File: src/hdl/bda_pkg.sv
package bda_pkg;

  localparam int unsigned NUM_BTN   = 4;
  localparam int unsigned TIME_W    = 32;
  localparam int unsigned CFG_W     = 16;
  localparam int unsigned CFG_IDX_W = 2;
  localparam int unsigned IN_DATA_W = 40;
  localparam int unsigned OUT_DATA_W = 8;

  localparam int unsigned KEY_OK     = 0;
  localparam int unsigned KEY_CANCEL = 1;
  localparam int unsigned KEY_LEFT   = 2;
  localparam int unsigned KEY_RIGHT  = 3;

  localparam logic [CFG_IDX_W-1:0] REG_DEBOUNCE = 2'd0;
  localparam logic [CFG_IDX_W-1:0] REG_REPEAT   = 2'd1;

  localparam logic [CFG_W-1:0] DEBOUNCE_RST = 16'd50;
  localparam logic [CFG_W-1:0] REPEAT_RST   = 16'd300;

  localparam logic MODE_SAMPLE = 1'b0;
  localparam logic MODE_POLL   = 1'b1;

  typedef struct packed {
    logic [CFG_W-1:0] debounce_ms;
    logic [CFG_W-1:0] rpt_ms;
  } cfg_t;

  typedef struct packed {
    logic              accept;
    logic              mode;
    logic [TIME_W-1:0] now_ms;
  } lane_ctl_t;

endpackage

File: src/hdl/bda_lane.sv
module bda_lane #(
  parameter bit AUTO_REPEAT = 1'b0
) (
  input  logic               clk,
  input  logic               rst_n,
  input  bda_pkg::lane_ctl_t ctl,
  input  bda_pkg::cfg_t      cfg,
  input  logic               level,
  output logic               event_hit
);

  logic [bda_pkg::TIME_W-1:0] mark_r;
  logic [bda_pkg::TIME_W-1:0] mark_nxt;
  logic                       pressed_r;
  logic                       pressed_nxt;
  logic                       held_r;
  logic                       held_nxt;
  logic [bda_pkg::TIME_W-1:0] elapsed;
  logic                       gt_deb;
  logic                       gt_rpt;

  assign elapsed = ctl.now_ms - mark_r;
  assign gt_deb  = elapsed > {{(bda_pkg::TIME_W-bda_pkg::CFG_W){1'b0}}, cfg.debounce_ms};
  assign gt_rpt  = elapsed > {{(bda_pkg::TIME_W-bda_pkg::CFG_W){1'b0}}, cfg.rpt_ms};

  always_comb begin
    mark_nxt    = mark_r;
    pressed_nxt = pressed_r;
    held_nxt    = held_r;
    event_hit   = 1'b0;
    if (ctl.accept) begin
      if (ctl.mode == bda_pkg::MODE_SAMPLE) begin
        if (!level) begin
          if (!pressed_r) begin
            mark_nxt    = ctl.now_ms;
            pressed_nxt = 1'b1;
            held_nxt    = 1'b0;
          end
        end else begin
          pressed_nxt = 1'b0;
          held_nxt    = 1'b0;
        end
      end else if (pressed_r) begin
        if (AUTO_REPEAT) begin
          if (!held_r) begin
            if (gt_deb) begin
              held_nxt  = 1'b1;
              mark_nxt  = ctl.now_ms;
              event_hit = 1'b1;
            end
          end else if (gt_rpt) begin
            mark_nxt  = ctl.now_ms;
            event_hit = 1'b1;
          end
        end else if (gt_deb) begin
          pressed_nxt = 1'b0;
          event_hit   = 1'b1;
        end
      end
    end
  end

  always_ff @(posedge clk) begin
    mark_r <= mark_nxt;
    if (!rst_n) begin
      pressed_r <= 1'b0;
    end else begin
      pressed_r <= pressed_nxt;
    end
  end

  generate
    if (AUTO_REPEAT) begin : g_held
      always_ff @(posedge clk) begin
        if (!rst_n) begin
          held_r <= 1'b0;
        end else begin
          held_r <= held_nxt;
        end
      end
    end else begin : g_no_held
      assign held_r = 1'b0;
    end
  endgenerate

endmodule

File: src/hdl/bda_merge.sv
module bda_merge (
  input  logic                                clk,
  input  logic                                rst_n,
  input  logic                                push,
  input  logic [bda_pkg::NUM_BTN-1:0]         events,
  output logic                                can_push,
  output logic                                out_tvalid,
  input  logic                                out_tready,
  output logic [bda_pkg::OUT_DATA_W-1:0]      out_tdata
);

  logic [bda_pkg::OUT_DATA_W-1:0] word;
  logic [bda_pkg::OUT_DATA_W-1:0] data0_r;
  logic [bda_pkg::OUT_DATA_W-1:0] data0_nxt;
  logic [bda_pkg::OUT_DATA_W-1:0] data1_r;
  logic [bda_pkg::OUT_DATA_W-1:0] data1_nxt;
  logic [1:0]                     count_r;
  logic [1:0]                     count_nxt;
  logic                           pop;

  assign word       = {{(bda_pkg::OUT_DATA_W-bda_pkg::NUM_BTN){1'b0}}, events};
  assign out_tvalid = count_r != 2'd0;
  assign out_tdata  = data0_r;
  assign can_push   = count_r != 2'd2;
  assign pop        = out_tvalid && out_tready;

  always_comb begin
    data0_nxt = data0_r;
    data1_nxt = data1_r;
    count_nxt = count_r;
    unique case ({push, pop})
      2'b10: begin
        if (count_r == 2'd0) begin
          data0_nxt = word;
        end else begin
          data1_nxt = word;
        end
        count_nxt = count_r + 2'd1;
      end
      2'b01: begin
        data0_nxt = data1_r;
        count_nxt = count_r - 2'd1;
      end
      2'b11: begin
        if (count_r == 2'd1) begin
          data0_nxt = word;
        end else begin
          data0_nxt = data1_r;
          data1_nxt = word;
        end
      end
      default: begin
      end
    endcase
  end

  always_ff @(posedge clk) begin
    data0_r <= data0_nxt;
    data1_r <= data1_nxt;
    if (!rst_n) begin
      count_r <= 2'd0;
    end else begin
      count_r <= count_nxt;
    end
  end

endmodule

File: src/hdl/button_debounce_autorepeat.sv
// Each result is registered in a two-entry output buffer before out_tvalid shows it.
// Throughput: one item per cycle while the output buffer has room; each of the four
// button lanes updates its state in the accept cycle, and the buffer absorbs stalls.
// Reset (rst_n low, synchronous) clears all pressed and held marks, empties the
// output buffer, and restores debounce_ms to 50 and repeat_ms to 300.
module button_debounce_autorepeat (
  input  logic                                 clk,
  input  logic                                 rst_n,
  input  logic                                 in_tvalid,
  output logic                                 in_tready,
  // now_ms[31:0], ok_level[32], cancel_level[33], left_level[34], right_level[35]
  input  logic [bda_pkg::IN_DATA_W-1:0]        in_tdata,
  // mode[0]
  input  logic                                 in_tuser,
  output logic                                 out_tvalid,
  input  logic                                 out_tready,
  // ok_event[0], cancel_event[1], left_event[2], right_event[3]
  output logic [bda_pkg::OUT_DATA_W-1:0]       out_tdata,
  input  logic                                 cfg_valid,
  output logic                                 cfg_ready,
  input  logic [bda_pkg::CFG_IDX_W-1:0]        cfg_index,
  input  logic [bda_pkg::CFG_W-1:0]            cfg_data
);

  bda_pkg::cfg_t                  cfg_r;
  bda_pkg::lane_ctl_t             ctl;
  logic [bda_pkg::NUM_BTN-1:0]    levels;
  logic [bda_pkg::NUM_BTN-1:0]    events;
  logic                           can_push;

  assign cfg_ready  = 1'b1;
  assign in_tready  = can_push;
  assign ctl.accept = in_tvalid && in_tready;
  assign ctl.mode   = in_tuser;
  assign ctl.now_ms = in_tdata[bda_pkg::TIME_W-1:0];
  assign levels     = in_tdata[bda_pkg::TIME_W +: bda_pkg::NUM_BTN];

  always_ff @(posedge clk) begin
    if (!rst_n) begin
      cfg_r.debounce_ms <= bda_pkg::DEBOUNCE_RST;
      cfg_r.rpt_ms      <= bda_pkg::REPEAT_RST;
    end else if (cfg_valid && cfg_ready) begin
      if (cfg_index == bda_pkg::REG_DEBOUNCE) begin
        cfg_r.debounce_ms <= cfg_data;
      end else if (cfg_index == bda_pkg::REG_REPEAT) begin
        cfg_r.rpt_ms <= cfg_data;
      end
    end
  end

  genvar i;
  generate
    for (i = 0; i < bda_pkg::NUM_BTN; i++) begin : g_lane
      bda_lane #(
        .AUTO_REPEAT(i >= bda_pkg::KEY_LEFT)
      ) u_lane (
        .clk       (clk),
        .rst_n     (rst_n),
        .ctl       (ctl),
        .cfg       (cfg_r),
        .level     (levels[i]),
        .event_hit (events[i])
      );
    end
  endgenerate

  bda_merge u_merge (
    .clk        (clk),
    .rst_n      (rst_n),
    .push       (ctl.accept),
    .events     (events),
    .can_push   (can_push),
    .out_tvalid (out_tvalid),
    .out_tready (out_tready),
    .out_tdata  (out_tdata)
  );

endmodule

File: config.mk
export PLATFORM = sky130hd
export DESIGN_NAME = button_debounce_autorepeat
export DESIGN_NICKNAME = d
export VERILOG_FILES = /design/src/hdl/bda_pkg.sv /design/src/hdl/bda_lane.sv /design/src/hdl/bda_merge.sv /design/src/hdl/button_debounce_autorepeat.sv
export SDC_FILE = /design/constraint.sdc
export NUM_CORES = 1
export LEC_CHECK = 0
export BUFFER_PORTS_ARGS = -buffer_cell sky130_fd_sc_hd__clkbuf_2
export CORE_MARGIN = 5
export CORE_UTILIZATION = 57
export CTS_CLUSTER_DIAMETER = 50
export DETAILED_ROUTE_END_ITERATION = 10
export GPL_ROUTABILITY_DRIVEN = 0
export PLACE_DENSITY_LB_ADDON = 0.1
export SYNTH_ARGS = -nofsm -noshare
export SYNTH_HDL_FRONTEND = slang
export SYNTH_SLANG_ARGS = --single-unit
File: constraint.sdc
create_clock -name clk -period 8.5 [get_ports clk]
set_input_delay 0.85 -clock clk [delete_from_list [all_inputs] [get_ports clk]]
set_output_delay 0.85 -clock clk [all_outputs]
set_load 0.05 [all_outputs]
# Yosys cells after proc, flatten, opt, wreduce, memory -nomap -nowiden
# Cells that the tools add are included.
dict set report op_classes {
  add_sub_neg 6
  order_cmp 6
  eq_ne 21
  muxes 65
  bitwise_logic 6
  reduce_logical 18
}
# operator count
set ops {}
lappend ops {{2-to-1 mux 32 bit} 14}
lappend ops {{greater-than comparator 32 x 16 -> 1 bit} 6}
lappend ops {{subtractor 32 bit} 4}
lappend ops {{2-to-1 mux 1 bit} 44}
lappend ops {{2-to-1 mux 8 bit} 4}
lappend ops {{case mux 8 bit (3 select lines)} 1}
lappend ops {{case mux 8 bit (2 select lines)} 1}
lappend ops {{inequality test 3 bit (second input constant)} 4}
lappend ops {{AND reduction 3 bit} 4}
lappend ops {{AND reduction 6 bit} 2}
lappend ops {{inequality test 2 x 1 -> 1 bit (second input constant)} 5}
lappend ops {{inequality test 2 bit (second input constant)} 5}
lappend ops {{AND reduction 4 bit} 2}
lappend ops {{equality test 2 x 1 -> 1 bit (second input constant)} 3}
lappend ops {{inequality test 3 x 1 -> 1 bit (second input constant)} 2}
lappend ops {{inverter 1 bit} 6}
lappend ops {{nonzero test 2 bit} 3}
lappend ops {{equality test 2 bit (second input constant)} 2}
lappend ops {{logical NOT 2 bit} 2}
lappend ops {{case mux 2 bit (2 select lines)} 1}
lappend ops {{AND reduction 2 bit} 2}
lappend ops {{nonzero test 3 bit} 1}
lappend ops {{adder 2 x 1 -> 2 bit (second input constant)} 1}
lappend ops {{logical AND 1 bit} 2}
lappend ops {{subtractor 2 x 1 -> 2 bit (second input constant)} 1}
dict set report totals {
  reg_bits 184
  inputBits 64
  output_inout_bits 11
  word_cells 137
}

# Depth between registers and ports, before layout
# Gate-level depths: netlist of run 1.
dict set report logic_depth {
  ltp_word 9
  mapped_depth 22
  mapped_depth_nobuf 22
}

# Hierarchy
# From an unflattened synthesis of run 1, not the netlist that was laid out.
dict set report hier_totals {
  hier_cells 2004
  hier_area_um2 17181.5
}
# mod instances cells_each area_each_um2 seq_area_each_um2
set modules_own_cells {}
lappend modules_own_cells {{bda_lane at g_lane[2].u_lane ...} 2 495 4117.7 1001.0}
lappend modules_own_cells {{bda_lane at g_lane[1].u_lane} 1 411 3543.4 980.9}
lappend modules_own_cells {{bda_lane at g_lane[0].u_lane} 1 412 3494.6 980.9}
lappend modules_own_cells {button_debounce_autorepeat 1 132 1292.5 640.6}
lappend modules_own_cells {bda_merge 1 59 615.6 280.3}

# Least setup slack after synthesis of run 1
# No wires, ideal clock.
dict set report synth_path {
  path_kind {input to register}
  startpoint {input port in_tdata[0] (netlist name)}
  endpoint {register g_lane[2].u_lane.mark_r[0] (netlist name), enable pin}
  setup_time_ns 0.432
  t_arrival_ns 5.567
  t_required_ns 8.068
  path_slack_ns 2.501
  path_stages 18
  n_path_buf 0
  cell_sequence {inv_1 ha_1 fa_1 nor2b_1 o2111ai_1 a21oi_1 nor2_1 o21ai_0 xor2_1 ha_1 nand4_1 o21ai_0 a2bb2o_1 a21oi_1 or3b_2 nand4_1 o211ai_1 a21oi_1}
}
dict set report synth_via {
  elab_chain_cells 4
  word_cells_on_any_way 6
  cone_classes {1 x add/sub; 2 x order compare; 2 x eq/ne; 1 x reduce/logical}
}
# element line
set synth_lines {}
lappend synth_lines {{start, declared} button_debounce_autorepeat.sv:12} ;# input logic [bda_pkg::IN_DATA_W-1:0] in_tdata,
lappend synth_lines {{subtractor 32 bit (*)} bda_lane.sv:22} ;# assign elapsed = ctl.now_ms - mark_r;
lappend synth_lines {{greater-than comparator 32 x 16 -> 1 bit, on equally long branches} {bda_lane.sv:23, bda_lane.sv:24}}
lappend synth_lines {{inequality test 3 x 1 -> 1 bit (no source line) or inequality test 3 bit (tied branches)} --}
lappend synth_lines {{AND reduction 6 bit (no source line) (*)} --}
lappend synth_lines {{end signal, assigned} bda_lane.sv:64} ;# mark_r <= mark_nxt;
lappend synth_lines {{end, declared} bda_lane.sv:12} ;# logic [bda_pkg::TIME_W-1:0] mark_r;
# Mark *: on every way between the ends. The rest lies on a longest branch, timed or not.
# A chain may end at the register's enable or synchronous reset.

# Worst setup path after layout of run 1
dict set report layout_path {
  startpoint {input port in_tdata[0] (netlist name)}
  endpoint {register g_lane[3].u_lane.mark_r[27] (netlist name), enable pin}
}
dict set report layout_via {
  elab_chain_cells 4
  word_cells_on_any_way 6
  cone_classes {1 x add/sub; 2 x order compare; 2 x eq/ne; 1 x reduce/logical}
}
# element line
set layout_lines {}
lappend layout_lines {{subtractor 32 bit (*)} bda_lane.sv:22}
lappend layout_lines {{greater-than comparator 32 x 16 -> 1 bit, on equally long branches} {bda_lane.sv:23, bda_lane.sv:24}}
lappend layout_lines {{inequality test 3 x 1 -> 1 bit (no source line) or inequality test 3 bit (tied branches)} --}
lappend layout_lines {{AND reduction 6 bit (no source line) (*)} --}
lappend layout_lines {{end signal, assigned} bda_lane.sv:64}
lappend layout_lines {{end, declared} bda_lane.sv:12}
# Marked as above.

==> results of run 1 <==
[power groups by stage]
stage                     registers (mW)  logic, mW  clock network [mW]
final                               1.03       1.18               0.798
after CTS                           1.03       1.16               0.808
after global placement              1.04       1.12                   0
after global routing                1.03       1.30               0.843
after detailed placement            1.05       1.15                   0
after floorplan                     1.07      0.827                   0
[cell families after synthesis]
family,Yosys count
fa+ha+maj,230
compound gates,579
xor+xnor,86
flops,176
mux,13
other cells,2
simple gates,552
buf+inv,255
[flip-flops by register name, summed over array words and instances (netlist names)]
| register | count |
|---|---|
| cfg_r | 32 |
| g_lane.u_lane.mark_r | 128 |
| u_merge.data1_r | 4 |
| g_lane.u_lane.pressed_r | 4 |
| g_lane.u_lane.held_r | 2 |
| u_merge.out_tdata | 4 |
| u_merge.count_r | 2 |
[worst max-delay path: stages]
cell and delay, ns:
sky130_fd_sc_hd__clkbuf_2 0.13, sky130_fd_sc_hd__inv_1 0.11, sky130_fd_sc_hd__ha_1 0.25, sky130_fd_sc_hd__fa_1 0.43, sky130_fd_sc_hd__nor2b_1 0.19, sky130_fd_sc_hd__o2111ai_1 0.22
sky130_fd_sc_hd__a21oi_1 0.30, sky130_fd_sc_hd__nor2_1 0.13, sky130_fd_sc_hd__xnor2_1 0.20, sky130_fd_sc_hd__ha_1 0.33, sky130_fd_sc_hd__nand2_1 0.08, sky130_fd_sc_hd__nor4_1 0.49
sky130_fd_sc_hd__a2111oi_0 0.18, sky130_fd_sc_hd__o21ai_0 0.12, sky130_fd_sc_hd__a21oi_1 0.06, sky130_fd_sc_hd__o21ai_0 0.46, sky130_fd_sc_hd__a22oi_1 0.17, sky130_fd_sc_hd__nand4_1 0.28
sky130_fd_sc_hd__a31oi_1 0.17, sky130_fd_sc_hd__nor2_4 0.78
[cell usage after synthesis, types with 7 or more instances]
master,instances
sky130_fd_sc_hd__or3_1,11
sky130_fd_sc_hd__a31oi_1,18
sky130_fd_sc_hd__o21ai_0,103
sky130_fd_sc_hd__and2_1,13
sky130_fd_sc_hd__o211ai_1,33
sky130_fd_sc_hd__clkbuf_1,53
sky130_fd_sc_hd__nor2b_1,21
sky130_fd_sc_hd__o21bai_1,9
sky130_fd_sc_hd__dfxtp_1,40
sky130_fd_sc_hd__o2111ai_1,8
sky130_fd_sc_hd__nand2_1,197
sky130_fd_sc_hd__nor3_1,30
sky130_fd_sc_hd__inv_1,191
sky130_fd_sc_hd__nand4_1,57
sky130_fd_sc_hd__mux2i_1,12
sky130_fd_sc_hd__o21a_1,25
sky130_fd_sc_hd__a21o_1,65
sky130_fd_sc_hd__a221oi_1,9
sky130_fd_sc_hd__a2111oi_0,7
sky130_fd_sc_hd__nand2b_1,16
sky130_fd_sc_hd__a21boi_0,8
sky130_fd_sc_hd__edfxtp_1,136
sky130_fd_sc_hd__nor4_1,21
sky130_fd_sc_hd__nand3_1,34
sky130_fd_sc_hd__ha_1,226
sky130_fd_sc_hd__o221ai_1,8
sky130_fd_sc_hd__nor2_1,105
sky130_fd_sc_hd__a21oi_1,193
sky130_fd_sc_hd__xor2_1,36
sky130_fd_sc_hd__a211oi_1,29
sky130_fd_sc_hd__and3_1,14
sky130_fd_sc_hd__xnor2_1,50
sky130_fd_sc_hd__o21ai_1,15
[cell type report]
cell class | count | share of cell area (%)
multi-input cells | 1465 | 59.4
flip-flops and latches | 176 | 28.4
inverters | 192 | 4.19
well taps | 378 | 2.75
clock buffers | 21 | 2.74
repair buffers | 67 | 1.98
clock inverters | 11 | 0.589
[through the flow]
step	util, %	power [mW]	hold WS (ns)	worst slack [ns]
final	61.9	3.00	0.458	2.55
after global routing	61.9	3.17	0.479	2.27
after CTS	61.9	3.00	0.458	2.61
after detailed placement	59.9	2.19	0.449	2.30
after global placement	59.9	2.16	0.445	2.31
after floorplan	-	1.90	0.436	2.50
[routing by layer]
layer / wire [um] / vias to the layer above / part of all wire, %
met1: 19200 / 6831 / 44
li1: - / 7010 / -
met5: 0 / - / 0
met3: 2660 / 110 / 6.0
met4: 1500 / 0 / 3.4
met2: 20600 / 484 / 47
[worst paths after layout]
| kind | from | to | slack [ns] | depth (start not counted) |
|---|---|---|---|---|
| min | cfg_r[28]$_SDFFE_PN0P_ | cfg_r[28]$_SDFFE_PN0P_ | 0.46 | 2 |
| max | in_tdata[0] | g_lane[3].u_lane.mark_r[27]$_DFFE_PP_ | 2.55 | 20 |
| max reg2reg | g_lane[3].u_lane.mark_r[0]$_DFFE_PP_ | g_lane[3].u_lane.mark_r[27]$_DFFE_PP_ | 2.86 | 18 |
| min reg2reg | cfg_r[28]$_SDFFE_PN0P_ | cfg_r[28]$_SDFFE_PN0P_ | 0.46 | 2 |
==> metrics.txt, run 1 <==
# TYPE chip_impl_metric gauge
chip_impl_metric{name="final_cell_area",unit="um^2"} 17200
chip_impl_metric{name="clock_power_share",unit="%"} 26.6
chip_impl_metric{name="synthAdderAreaFrac",unit="%"} 18.1
chip_impl_metric{name="cts-buffers-inserted",unit=""} 17
chip_impl_metric{name="number_of_standard_cell_rows_in_the_floorplan",unit=""} 61
chip_impl_metric{name="layout_worst_path_cycle_share",unit="%"} 69.9
chip_impl_metric{name="synthMuxAreaShare",unit="%"} 0.819
chip_impl_metric{name="core_area",unit="um^2"} 27800
chip_impl_metric{name="grt_use_met1",unit="%"} 36.6
chip_impl_metric{name="io_pins",unit=""} 75
chip_impl_metric{name="synth_seq_cells",unit=""} 176
chip_impl_metric{name="finalSetupViolations",unit=""} 0
chip_impl_metric{name="leakage",unit="nW"} 7.37
chip_impl_metric{name="power_switching",unit="mW"} 1.13
chip_impl_metric{name="worst-endpoint-arrival",unit="ns"} 6.00
chip_impl_metric{name="drcViolationCount",unit=""} 0
chip_impl_info{name="netlist_top_cells_area",value="sky130_fd_sc_hd__edfxtp_1 25%, sky130_fd_sc_hd__ha_1 18%, sky130_fd_sc_hd__a21oi_1 6.0%"} 1
chip_impl_metric{name="intPower",unit="mW"} 1.87
chip_impl_metric{name="p_seq_share",unit="%"} 34.2
chip_impl_metric{name="power.switching_fraction",unit="%"} 37.6
chip_impl_info{name="outcome",value="complete, no violations"} 1
chip_impl_info{name="endpoint_kind",value="flip-flop"} 1
chip_impl_metric{name="critPathMaxFanout",unit=""} 32
chip_impl_metric{name="antenna_found_initial",unit=""} 0
chip_impl_metric{name="grt_max_degree",unit=""} 33
chip_impl_metric{name="required",unit="ns"} 8.55
chip_impl_metric{name="floorplan.die.width",unit="um"} 178
chip_impl_info{name="rsz0062_at_grt",value="no"} 1
chip_impl_metric{name="cts-htree-levels",unit=""} 4
chip_impl_metric{name="synth_compound_gate_area_share",unit="%"} 22.9
chip_impl_metric{name="drt-total-wl",unit="um"} 44000
chip_impl_info{name="mostFrequentLayoutCell",value="sky130_fd_sc_hd__ha_1"} 1
chip_impl_info{name="min_path_type",value="flip-flop to flip-flop"} 1
chip_impl_metric{name="worst_setup_hold_path_clk_slew",unit="ns"} 0.07
chip_impl_metric{name="grtUsageTotal",unit="%"} 27.6
chip_impl_metric{name="final_cell_count_no_fill",unit=""} 2310
chip_impl_metric{name="maxSlewHeadroom",unit="%"} 23.5
chip_impl_metric{name="clock_insertion_delay_worst_skew",unit="ns"} 0.44
chip_impl_metric{name="layout.filler_cells",unit=""} 2464
chip_impl_metric{name="post_drt_wl_per_cell",unit="um"} 19.1
chip_impl_info{name="setup.worst_path.start_class",value="input pin"} 1
chip_impl_metric{name="holdBufCountCts",unit=""} 0
chip_impl_metric{name="grt_use_met3",unit="%"} 3.47
chip_impl_info{name="cts_tree",value="yes"} 1
chip_impl_metric{name="cts.path.max_buffers",unit=""} 2
chip_impl_info{name="layer_carrying_the_most_global_route_usage",value="met2"} 1
chip_impl_metric{name="global_route.overflow_total",unit=""} 0
chip_impl_metric{name="share_of_yosys_cell_area_claimed_by_the_top_area_cell_type",unit="%"} 25.5
chip_impl_metric{name="die-area",unit="um^2"} 31600
chip_impl_metric{name="synth_xor_xnor_area_share",unit="%"} 4.70
chip_impl_info{name="dominantRegCellSynth",value="sky130_fd_sc_hd__edfxtp_1"} 1
chip_impl_metric{name="max_freq",unit="GHz"} 0.168
chip_impl_metric{name="dpl-instance-area",unit="um^2"} 16600
chip_impl_metric{name="synth_simple_gate_area_share",unit="%"} 16.8
chip_impl_metric{name="worst_pin_slew",unit="ns"} 1.15
chip_impl_metric{name="finalCriticalPeriod",unit="ns"} 5.95
chip_impl_metric{name="async_reset_ff_share",unit="%"} 0
chip_impl_metric{name="antenna_cells_inserted",unit=""} 0
chip_impl_metric{name="max-cap-violations",unit=""} 0
chip_impl_info{name="crit_type",value="input pin to flip-flop"} 1
chip_impl_metric{name="share_of_post_route_cells_with_drive_strength_above_1",unit="%"} 6.21
chip_impl_metric{name="synth.lib_cells_used.distinct",unit=""} 78
chip_impl_metric{name="via_count_of_the_first_global_routing_pass",unit=""} 13500
chip_impl_metric{name="detailedPlacementHpwl",unit="um"} 35000
chip_impl_info{name="cts_root_buf",value="sky130_fd_sc_hd__clkbuf_16"} 1
chip_impl_info{name="synth_top_area_cell",value="sky130_fd_sc_hd__edfxtp_1"} 1
chip_impl_metric{name="fin_worst_skew",unit="ns"} 0.0152
chip_impl_metric{name="cts_sinks",unit=""} 176
chip_impl_metric{name="drt_first_pass_iters",unit=""} 5
chip_impl_info{name="final_cell_mix",value="226 x sky130_fd_sc_hd__ha_1, 197 x sky130_fd_sc_hd__nand2_1, 192 x sky130_fd_sc_hd__a21oi_1"} 1
chip_impl_metric{name="die_height",unit="um"} 178
chip_impl_metric{name="postSynthCellCount",unit=""} 1893
chip_impl_metric{name="ys_seq_area_share",unit="%"} 30.5
chip_impl_metric{name="synth.avg_cell_area",unit="um^2"} 8.47
chip_impl_metric{name="initial_core_utilization",unit="%"} 57.7
chip_impl_metric{name="route.antenna.remaining_nets",unit=""} 0
chip_impl_metric{name="synth.cell_area",unit="um^2"} 16000
chip_impl_metric{name="power-per-cell-area",unit="nW/um^2"} 174
chip_impl_metric{name="share_comb_of_total_power",unit="%"} 39.2
chip_impl_metric{name="post-place-cells",unit=""} 2278
chip_impl_metric{name="first_iter_violations",unit=""} 1011
chip_impl_metric{name="ctsResizeCount",unit=""} 0
chip_impl_metric{name="ir_worst_vdd",unit="mV"} 0.117
chip_impl_metric{name="synth_enable_flop_cells",unit=""} 136
chip_impl_metric{name="finalSetupTns",unit="ns"} 0
chip_impl_metric{name="viasPerCell",unit=""} 6.25
chip_impl_metric{name="buffer_ports.inserted",unit=""} 65
chip_impl_metric{name="yosys_warning_total",unit=""} 0
chip_impl_metric{name="detailroute.via_count",unit=""} 14400
chip_impl_metric{name="global_route.usage.met2",unit="%"} 46.2
chip_impl_metric{name="fin_nets",unit=""} 2213
chip_impl_metric{name="hold_viol_final",unit=""} 0
chip_impl_metric{name="report.final.slew_viol_count",unit=""} 0
chip_impl_metric{name="area_growth_syn_to_layout",unit="%"} 7.32
chip_impl_info{name="synth_top_family_by_area",value="compound AO/OA/AOI/OAI gates"} 1
chip_impl_metric{name="multiInputGateArea",unit="um^2"} 10200
chip_impl_metric{name="cts_setup_buffers",unit=""} 0
chip_impl_metric{name="seq_area",unit="um^2"} 4880
chip_impl_metric{name="grt_pass1_wl",unit="um"} 69400
Power figures use the tool's default switching activity.
==> run 2, diff against run 1 <==
clock period = 6.1 ns   (was 8.5 ns; I/O delays follow)
==> run 2 against run 1 <==
First-iteration DRC count increased by 0.20%. Clock power increased by 45%. Highest routed layer unchanged. Die area unchanged. Sequential power increased by 39%. Power increased by 41%. Critical path depth increased by 3. Register-to-register slack got worse by 2.2 ns. Critical endpoint is now u_merge.out_tdata[1]$_DFFE_PP_. Sequential share of layout area decreased by 0.23 points. Cell count increased by 0.74%. Worst setup slack got worse by 2.0 ns. Clock-buffer cell count decreased by 2. Clock skew increased by 0.0028 ns.
==> metrics.txt, run 2 (synthesis results as in run 1) <==
# TYPE chip_impl_metric gauge
chip_impl_metric{name="first_iter_violations",unit=""} 1013
chip_impl_metric{name="reg2reg_setup_slack",unit="ns"} 0.71
chip_impl_metric{name="grt_max_degree",unit=""} 33
chip_impl_metric{name="ctsResizeCount",unit=""} 0
chip_impl_metric{name="detailedPlacementHpwl",unit="um"} 36100
chip_impl_metric{name="cts-htree-levels",unit=""} 4
chip_impl_metric{name="worst_pin_slew",unit="ns"} 1.10
chip_impl_metric{name="multiInputGateArea",unit="um^2"} 10200
chip_impl_metric{name="layout.filler_cells",unit=""} 2457
chip_impl_metric{name="power.switching_fraction",unit="%"} 37.7
chip_impl_metric{name="detailroute.via_count",unit=""} 14500
chip_impl_metric{name="post_drt_wl_per_cell",unit="um"} 19.4
chip_impl_metric{name="finalSetupViolations",unit=""} 0
chip_impl_metric{name="drt_first_pass_iters",unit=""} 5
chip_impl_info{name="setup.worst_path.start_class",value="input pin"} 1
chip_impl_metric{name="cts_sinks",unit=""} 176
chip_impl_metric{name="buffer_ports.inserted",unit=""} 65
chip_impl_metric{name="share_of_post_route_cells_with_drive_strength_above_1",unit="%"} 6.98
chip_impl_info{name="rsz0062_at_grt",value="no"} 1
chip_impl_metric{name="final_cell_count_no_fill",unit=""} 2327
chip_impl_metric{name="post-place-cells",unit=""} 2295
chip_impl_info{name="cpMaxStageDelayCell",value="sky130_fd_sc_hd__nor4_1"} 1
chip_impl_metric{name="antenna_cells_inserted",unit=""} 0
chip_impl_metric{name="p_seq_share",unit="%"} 33.8
chip_impl_metric{name="global_route.overflow_total",unit=""} 0
chip_impl_metric{name="io_pins",unit=""} 75
chip_impl_metric{name="fin_worst_skew",unit="ns"} 0.0179
chip_impl_metric{name="grtUsageTotal",unit="%"} 28.6
chip_impl_metric{name="clock_power_share",unit="%"} 27.3
chip_impl_metric{name="max_freq",unit="GHz"} 0.181
chip_impl_info{name="timing.critical_path.cells",value="clkbuf_2 -> inv_1 -> ha_1 -> inv_1 -> fa_1 -> a211oi_1 -> o21ai_1 -> o2111ai_1 -> nand2_1 -> a21o_1 -> a21oi_1 -> xnor2_1 -> ha_1 -> nand4_1 -> or3_1 -> o21ai_0 -> buf_4 -> nor4b_1 -> nand4_1 -> nor4_1 -> buf_4 -> a211o_1 -> nand2_1"} 1
chip_impl_metric{name="viasPerCell",unit=""} 6.25
chip_impl_metric{name="via_count_of_the_first_global_routing_pass",unit=""} 13700
chip_impl_metric{name="maxSlewHeadroom",unit="%"} 26.2
chip_impl_metric{name="finalCriticalPeriod",unit="ns"} 5.53
chip_impl_metric{name="layout_worst_path_cycle_share",unit="%"} 90.7
chip_impl_metric{name="worst-endpoint-arrival",unit="ns"} 5.74
chip_impl_info{name="min_path_type",value="input pin to flip-flop"} 1
chip_impl_metric{name="hold_viol_final",unit=""} 0
chip_impl_metric{name="largest_register_ff_count",unit=""} 128
chip_impl_metric{name="drt-total-wl",unit="um"} 45200
chip_impl_metric{name="required",unit="ns"} 6.31
chip_impl_info{name="endpoint_kind",value="flip-flop"} 1
chip_impl_info{name="cts_tree",value="yes"} 1
chip_impl_metric{name="antenna_found_initial",unit=""} 0
chip_impl_metric{name="die-area",unit="um^2"} 31600
chip_impl_metric{name="finalSetupTns",unit="ns"} 0
chip_impl_metric{name="die_height",unit="um"} 178
chip_impl_metric{name="max-cap-violations",unit=""} 0
chip_impl_metric{name="number_of_standard_cell_rows_in_the_floorplan",unit=""} 61
chip_impl_metric{name="ir_worst_vdd",unit="mV"} 0.173
chip_impl_metric{name="floorplan.die.width",unit="um"} 178
chip_impl_metric{name="cts_setup_buffers",unit=""} 0
chip_impl_metric{name="cts.path.max_buffers",unit=""} 2
chip_impl_info{name="crit_type",value="input pin to flip-flop"} 1
chip_impl_metric{name="drcViolationCount",unit=""} 0
chip_impl_info{name="final_cell_mix",value="226 x sky130_fd_sc_hd__ha_1, 197 x sky130_fd_sc_hd__nand2_1, 192 x sky130_fd_sc_hd__a21oi_1"} 1
chip_impl_metric{name="intPower",unit="mW"} 2.64
chip_impl_info{name="mostFrequentLayoutCell",value="sky130_fd_sc_hd__ha_1"} 1
chip_impl_metric{name="seq_area",unit="um^2"} 4880
chip_impl_metric{name="clock_insertion_delay_worst_skew",unit="ns"} 0.45
chip_impl_metric{name="area_growth_syn_to_layout",unit="%"} 8.20
chip_impl_info{name="outcome",value="complete, no violations"} 1
chip_impl_info{name="registers.top_by_ff_count",value="g_lane.u_lane.mark_r"} 1
chip_impl_info{name="top_regs",value="g_lane.u_lane.mark_r (128), cfg_r (32)"} 1
chip_impl_metric{name="cts-buffers-inserted",unit=""} 17
chip_impl_metric{name="fin_nets",unit=""} 2230
chip_impl_metric{name="holdBufCountCts",unit=""} 0
chip_impl_metric{name="share_comb_of_total_power",unit="%"} 38.9
chip_impl_metric{name="power-per-cell-area",unit="nW/um^2"} 244
chip_impl_metric{name="route.antenna.remaining_nets",unit=""} 0
chip_impl_metric{name="worst_setup_hold_path_clk_slew",unit="ns"} 0.08
chip_impl_metric{name="critical_path.max_stage_delay",unit="ns"} 0.57
chip_impl_metric{name="core_area",unit="um^2"} 27800
chip_impl_metric{name="leakage",unit="nW"} 7.45
chip_impl_metric{name="grt_pass1_wl",unit="um"} 71600
chip_impl_metric{name="power_switching",unit="mW"} 1.60
chip_impl_info{name="cts_root_buf",value="sky130_fd_sc_hd__clkbuf_16"} 1
chip_impl_metric{name="initial_core_utilization",unit="%"} 57.7
chip_impl_metric{name="report.final.slew_viol_count",unit=""} 0
chip_impl_metric{name="critPathMaxFanout",unit=""} 5
-- run 2: cell count changes in the layout (fill, tap and decap cells not counted), sizes merged --
cell	change
buf	+17
bufinv	+1
clkbuf	-2
clkinv	+1
-- run 2: layout make-up --
| type | instances | area share (%) |
|---|---|---|
| Clock buffer | 19 | 2.55 |
| Clock inverter | 13 | 0.865 |
| Inverter | 192 | 4.15 |
| Multi-Input combinational cell | 1465 | 58.9 |
| Sequential cell | 176 | 28.2 |
| Tap cell | 378 | 2.73 |
| Timing Repair Buffer | 84 | 2.70 |
-- run 2: critical path, delay by kind of cell --
| kind | cells | cell delay (ns) |
|---|---|---|
| AND/OR/NAND/NOR | 7 | 1.69 |
| AO/OA/AOI/OAI | 7 | 1.60 |
| XOR/XNOR | 1 | 0.12 |
| adder cells (fa/ha/maj) | 3 | 0.93 |
| buffers and inverters | 5 | 0.77 |
-- run 2: final timing paths --
| kind | cells after the start | start | to |
|---|---|---|---|
| max reg2reg | 21 | g_lane[1].u_lane.mark_r[0]$_DFFE_PP_ | u_merge.out_tdata[1]$_DFFE_PP_ |
| max | 23 | in_tdata[0] | u_merge.out_tdata[1]$_DFFE_PP_ |
| min | 2 | in_tdata[35] | g_lane[3].u_lane.pressed_r$_SDFFE_PN0P_ |
| min reg2reg | 2 | cfg_r[13]$_SDFFE_PN0P_ | cfg_r[13]$_SDFFE_PN0P_ |
-- run 2: stage by stage --
step / cell area, um^2 / power, mW / setup slack (ns) / hold slack, ns / util, %
global placement: 16800 / 3.03 / 0.377 / 0.445 / 60.3
global route: 17400 / 4.50 / 0.237 / 0.381 / 62.5
finish: 17400 / 4.24 / 0.568 / 0.376 / 62.5
detailed placement: 16800 / 3.07 / 0.217 / 0.447 / 60.3
CTS: 17400 / 4.23 / 0.666 / 0.363 / 62.5
floorplan: 16000 / 2.65 / 0.341 / 0.436 / -
-- run 2: per-layer routing --
metal / routed length [um] / global-route usage [%] / vias up
met4: 920 / 6.99 / 0
met5: 0 / 0 / -
met2: 21400 / 48.4 / 496
met3: 2730 / 3.56 / 74
li1: - / - / 7041
met1: 20100 / 39.0 / 6928
-- run 2: power groups by stage --
stage                     logic [mW]  registers, mW  clock network, mW
after floorplan                 1.15           1.49                  0
after detailed placement        1.61           1.46                  0
after global routing            1.83           1.44               1.22
after CTS                       1.63           1.43               1.17
after global placement          1.57           1.46                  0
final                           1.65           1.43               1.16
==> run 3, diff against run 2 <==
PLACE_DENSITY = 0.75   (was not set)
PLACE_DENSITY_LB_ADDON = not set   (was 0.1)
==> run 3 against run 2 <==
Clock power shrank 4%. Final area about the same. Critical path depth shrank 1. Global-route usage decreased by 0.23 points. Critical endpoint is now u_merge.out_tdata[0]$_DFFE_PP_. Largest power group unchanged.
==> metrics.txt, run 3 (synthesis results as in run 1) <==
# TYPE chip_impl_metric gauge
chip_impl_info{name="critical-path-top-delay-family",value="compound AO/OA/AOI/OAI gates"} 1
chip_impl_info{name="final_cell_mix",value="226 x sky130_fd_sc_hd__ha_1, 197 x sky130_fd_sc_hd__nand2_1, 192 x sky130_fd_sc_hd__a21oi_1"} 1
chip_impl_metric{name="critical_path.max_stage_delay",unit="ns"} 0.53
chip_impl_metric{name="global_route.overflow_total",unit=""} 0
chip_impl_info{name="registers.top_by_ff_count",value="g_lane.u_lane.mark_r"} 1
chip_impl_metric{name="multiInputGateArea",unit="um^2"} 10200
chip_impl_metric{name="grt_max_degree",unit=""} 33
chip_impl_metric{name="finalSetupViolations",unit=""} 0
chip_impl_metric{name="seq_area",unit="um^2"} 4880
chip_impl_metric{name="route.antenna.remaining_nets",unit=""} 0
chip_impl_metric{name="max_freq",unit="GHz"} 0.190
chip_impl_metric{name="floorplan.die.width",unit="um"} 178
chip_impl_metric{name="finalSetupTns",unit="ns"} 0
chip_impl_metric{name="holdBufCountCts",unit=""} 0
chip_impl_metric{name="layout_worst_path_cycle_share",unit="%"} 86.1
chip_impl_metric{name="fin_nets",unit=""} 2231
chip_impl_metric{name="clock_power_share",unit="%"} 26.5
chip_impl_metric{name="share_of_post_route_cells_with_drive_strength_above_1",unit="%"} 7.08
chip_impl_metric{name="report.final.slew_viol_count",unit=""} 0
chip_impl_metric{name="max-cap-violations",unit=""} 0
chip_impl_metric{name="number_of_standard_cell_rows_in_the_floorplan",unit=""} 61
chip_impl_metric{name="finalCriticalPeriod",unit="ns"} 5.25
chip_impl_metric{name="grt_pass1_wl",unit="um"} 71400
chip_impl_metric{name="hold_viol_final",unit=""} 0
chip_impl_metric{name="io_pins",unit=""} 75
chip_impl_metric{name="required",unit="ns"} 6.30
chip_impl_metric{name="leakage",unit="nW"} 7.43
chip_impl_metric{name="initial_core_utilization",unit="%"} 57.7
chip_impl_info{name="cpMaxStageDelayCell",value="sky130_fd_sc_hd__a2111oi_4"} 1
chip_impl_metric{name="cts-htree-levels",unit=""} 4
chip_impl_info{name="top_regs",value="g_lane.u_lane.mark_r (128), cfg_r (32)"} 1
chip_impl_metric{name="drt_first_pass_iters",unit=""} 6
chip_impl_metric{name="worst_setup_hold_path_clk_slew",unit="ns"} 0.08
chip_impl_metric{name="clock_insertion_delay_worst_skew",unit="ns"} 0.45
chip_impl_metric{name="area_growth_syn_to_layout",unit="%"} 8.11
chip_impl_metric{name="final_util",unit="%"} 62.4
chip_impl_metric{name="first_iter_violations",unit=""} 1280
chip_impl_info{name="outcome",value="complete, no violations"} 1
chip_impl_metric{name="core_area",unit="um^2"} 27800
chip_impl_metric{name="power-per-cell-area",unit="nW/um^2"} 242
chip_impl_metric{name="cp.buffers_inverters",unit=""} 3
chip_impl_metric{name="p_seq_share",unit="%"} 34.1
chip_impl_info{name="setup.worst_path.start_class",value="input pin"} 1
chip_impl_metric{name="via_count_of_the_first_global_routing_pass",unit=""} 14000
chip_impl_metric{name="viasPerCell",unit=""} 6.32
chip_impl_metric{name="die_height",unit="um"} 178
chip_impl_metric{name="share_comb_of_total_power",unit="%"} 39.4
chip_impl_metric{name="cts.path.max_buffers",unit=""} 2
chip_impl_metric{name="cts_sinks",unit=""} 176
chip_impl_metric{name="worst_pin_slew",unit="ns"} 1.08
chip_impl_metric{name="drt-total-wl",unit="um"} 45000
chip_impl_metric{name="drcViolationCount",unit=""} 0
chip_impl_metric{name="fin_worst_skew",unit="ns"} 0.0155
chip_impl_info{name="crit_type",value="input pin to flip-flop"} 1
chip_impl_info{name="min_path_type",value="input pin to flip-flop"} 1
chip_impl_metric{name="cts_setup_buffers",unit=""} 0
chip_impl_metric{name="power_switching",unit="mW"} 1.60
chip_impl_info{name="rsz0062_at_grt",value="no"} 1
chip_impl_metric{name="detailroute.via_count",unit=""} 14700
chip_impl_info{name="mostFrequentLayoutCell",value="sky130_fd_sc_hd__ha_1"} 1
chip_impl_metric{name="maxSlewHeadroom",unit="%"} 27.6
chip_impl_metric{name="die-area",unit="um^2"} 31600
chip_impl_metric{name="grtUsageTotal",unit="%"} 28.3
chip_impl_metric{name="post_drt_wl_per_cell",unit="um"} 19.3
chip_impl_metric{name="layout.filler_cells",unit=""} 2386
chip_impl_metric{name="buffer_ports.inserted",unit=""} 65
chip_impl_metric{name="power.switching_fraction",unit="%"} 38.1
chip_impl_metric{name="ctsResizeCount",unit=""} 0
chip_impl_metric{name="detailedPlacementHpwl",unit="um"} 35400
chip_impl_info{name="endpoint_kind",value="flip-flop"} 1
chip_impl_metric{name="ir_worst_vdd",unit="mV"} 0.182
chip_impl_metric{name="cts-buffers-inserted",unit=""} 17
chip_impl_info{name="cts_tree",value="yes"} 1
chip_impl_metric{name="worst-endpoint-arrival",unit="ns"} 5.45
chip_impl_metric{name="antenna_found_initial",unit=""} 0
chip_impl_info{name="cts_root_buf",value="sky130_fd_sc_hd__clkbuf_16"} 1
chip_impl_info{name="timing.critical_path.cells",value="clkbuf_2 -> inv_1 -> ha_1 -> inv_1 -> fa_1 -> a21o_1 -> a31oi_1 -> o21bai_1 -> a21oi_1 -> o21bai_1 -> a21oi_1 -> xnor2_1 -> ha_1 -> nand4_1 -> nor4_1 -> a211oi_1 -> nor4bb_1 -> nand4b_1 -> or4_4 -> a2111oi_4 -> a211o_1 -> nand2_1"} 1
chip_impl_metric{name="intPower",unit="mW"} 2.60
chip_impl_metric{name="antenna_cells_inserted",unit=""} 0
chip_impl_metric{name="largest_register_ff_count",unit=""} 128
chip_impl_metric{name="critPathMaxFanout",unit=""} 5
run 3: cell count changes in the layout (fill, tap and decap cells not counted), sizes merged:
cell / delta
buf: +1
bufinv: -1
clkinv: -2
clkinvlp: +5
inv: -2
run 3: power by group through the flow:
stage	registers (mW)	logic (mW)	clock network [mW]
3_5_place_dp	1.46	1.61	0
2_1_floorplan	1.49	1.15	0
6_report	1.43	1.65	1.11
5_1_grt	1.44	1.83	1.18
4_1_cts	1.43	1.63	1.12
3_3_place_gp	1.46	1.56	0
run 3: metrics by stage:
step	setup WS, ns	std cells	total power, mW	hold slack [ns]	instance area (um^2)
6_report	0.848	2328	4.20	0.366	17300
5_1_grt	0.534	2328	4.45	0.371	17300
4_1_cts	0.937	2328	4.18	0.363	17300
3_5_place_dp	0.484	2296	3.07	0.447	16800
3_3_place_gp	0.558	2296	3.02	0.444	16800
2_1_floorplan	0.341	1896	2.65	0.436	16000
run 3: final timing paths:
path	start	end	slack, ns	depth (start not counted)
worst max-delay path	in_tdata[0]	u_merge.out_tdata[0]$_DFFE_PP_	0.85	22
worst min-delay path	in_tdata[35]	g_lane[3].u_lane.pressed_r$_SDFFE_PN0P_	0.37	2
worst max register to register	g_lane[3].u_lane.mark_r[1]$_DFFE_PP_	g_lane[3].u_lane.mark_r[7]$_DFFE_PP_	0.93	18
worst min register to register	cfg_r[9]$_SDFFE_PN0P_	cfg_r[9]$_SDFFE_PN0P_	0.46	2
run 3: final cells by class:
class | count | share of cell area (%)
clock inverter | 13 | 0.736
timing repair buffer | 85 | 2.74
tap | 378 | 2.73
multi-input combinational | 1465 | 58.9
clock buffer | 19 | 2.55
sequential | 176 | 28.2
inverter | 192 | 4.16
run 3: layer usage:
metal	track usage, %	wire length, um	share of wire, %
met1	37.6	19300	43
met2	46.7	20700	46
met3	4.96	3510	7.8
met4	10.1	1570	3.5
met5	0	0	0
run 3: worst reg2reg max path: cells and delay by family (launching register included):
kind / cells / cell delay (ns)
xor gates and xnor gates: 1 / 0.37
DFF: 1 / 0.38
and+or+nand+nor: 5 / 1.64
adders and majority gates: 2 / 0.48
AOI/OAI and AO/OA: 8 / 1.67
buffers and inverters: 2 / 0.23
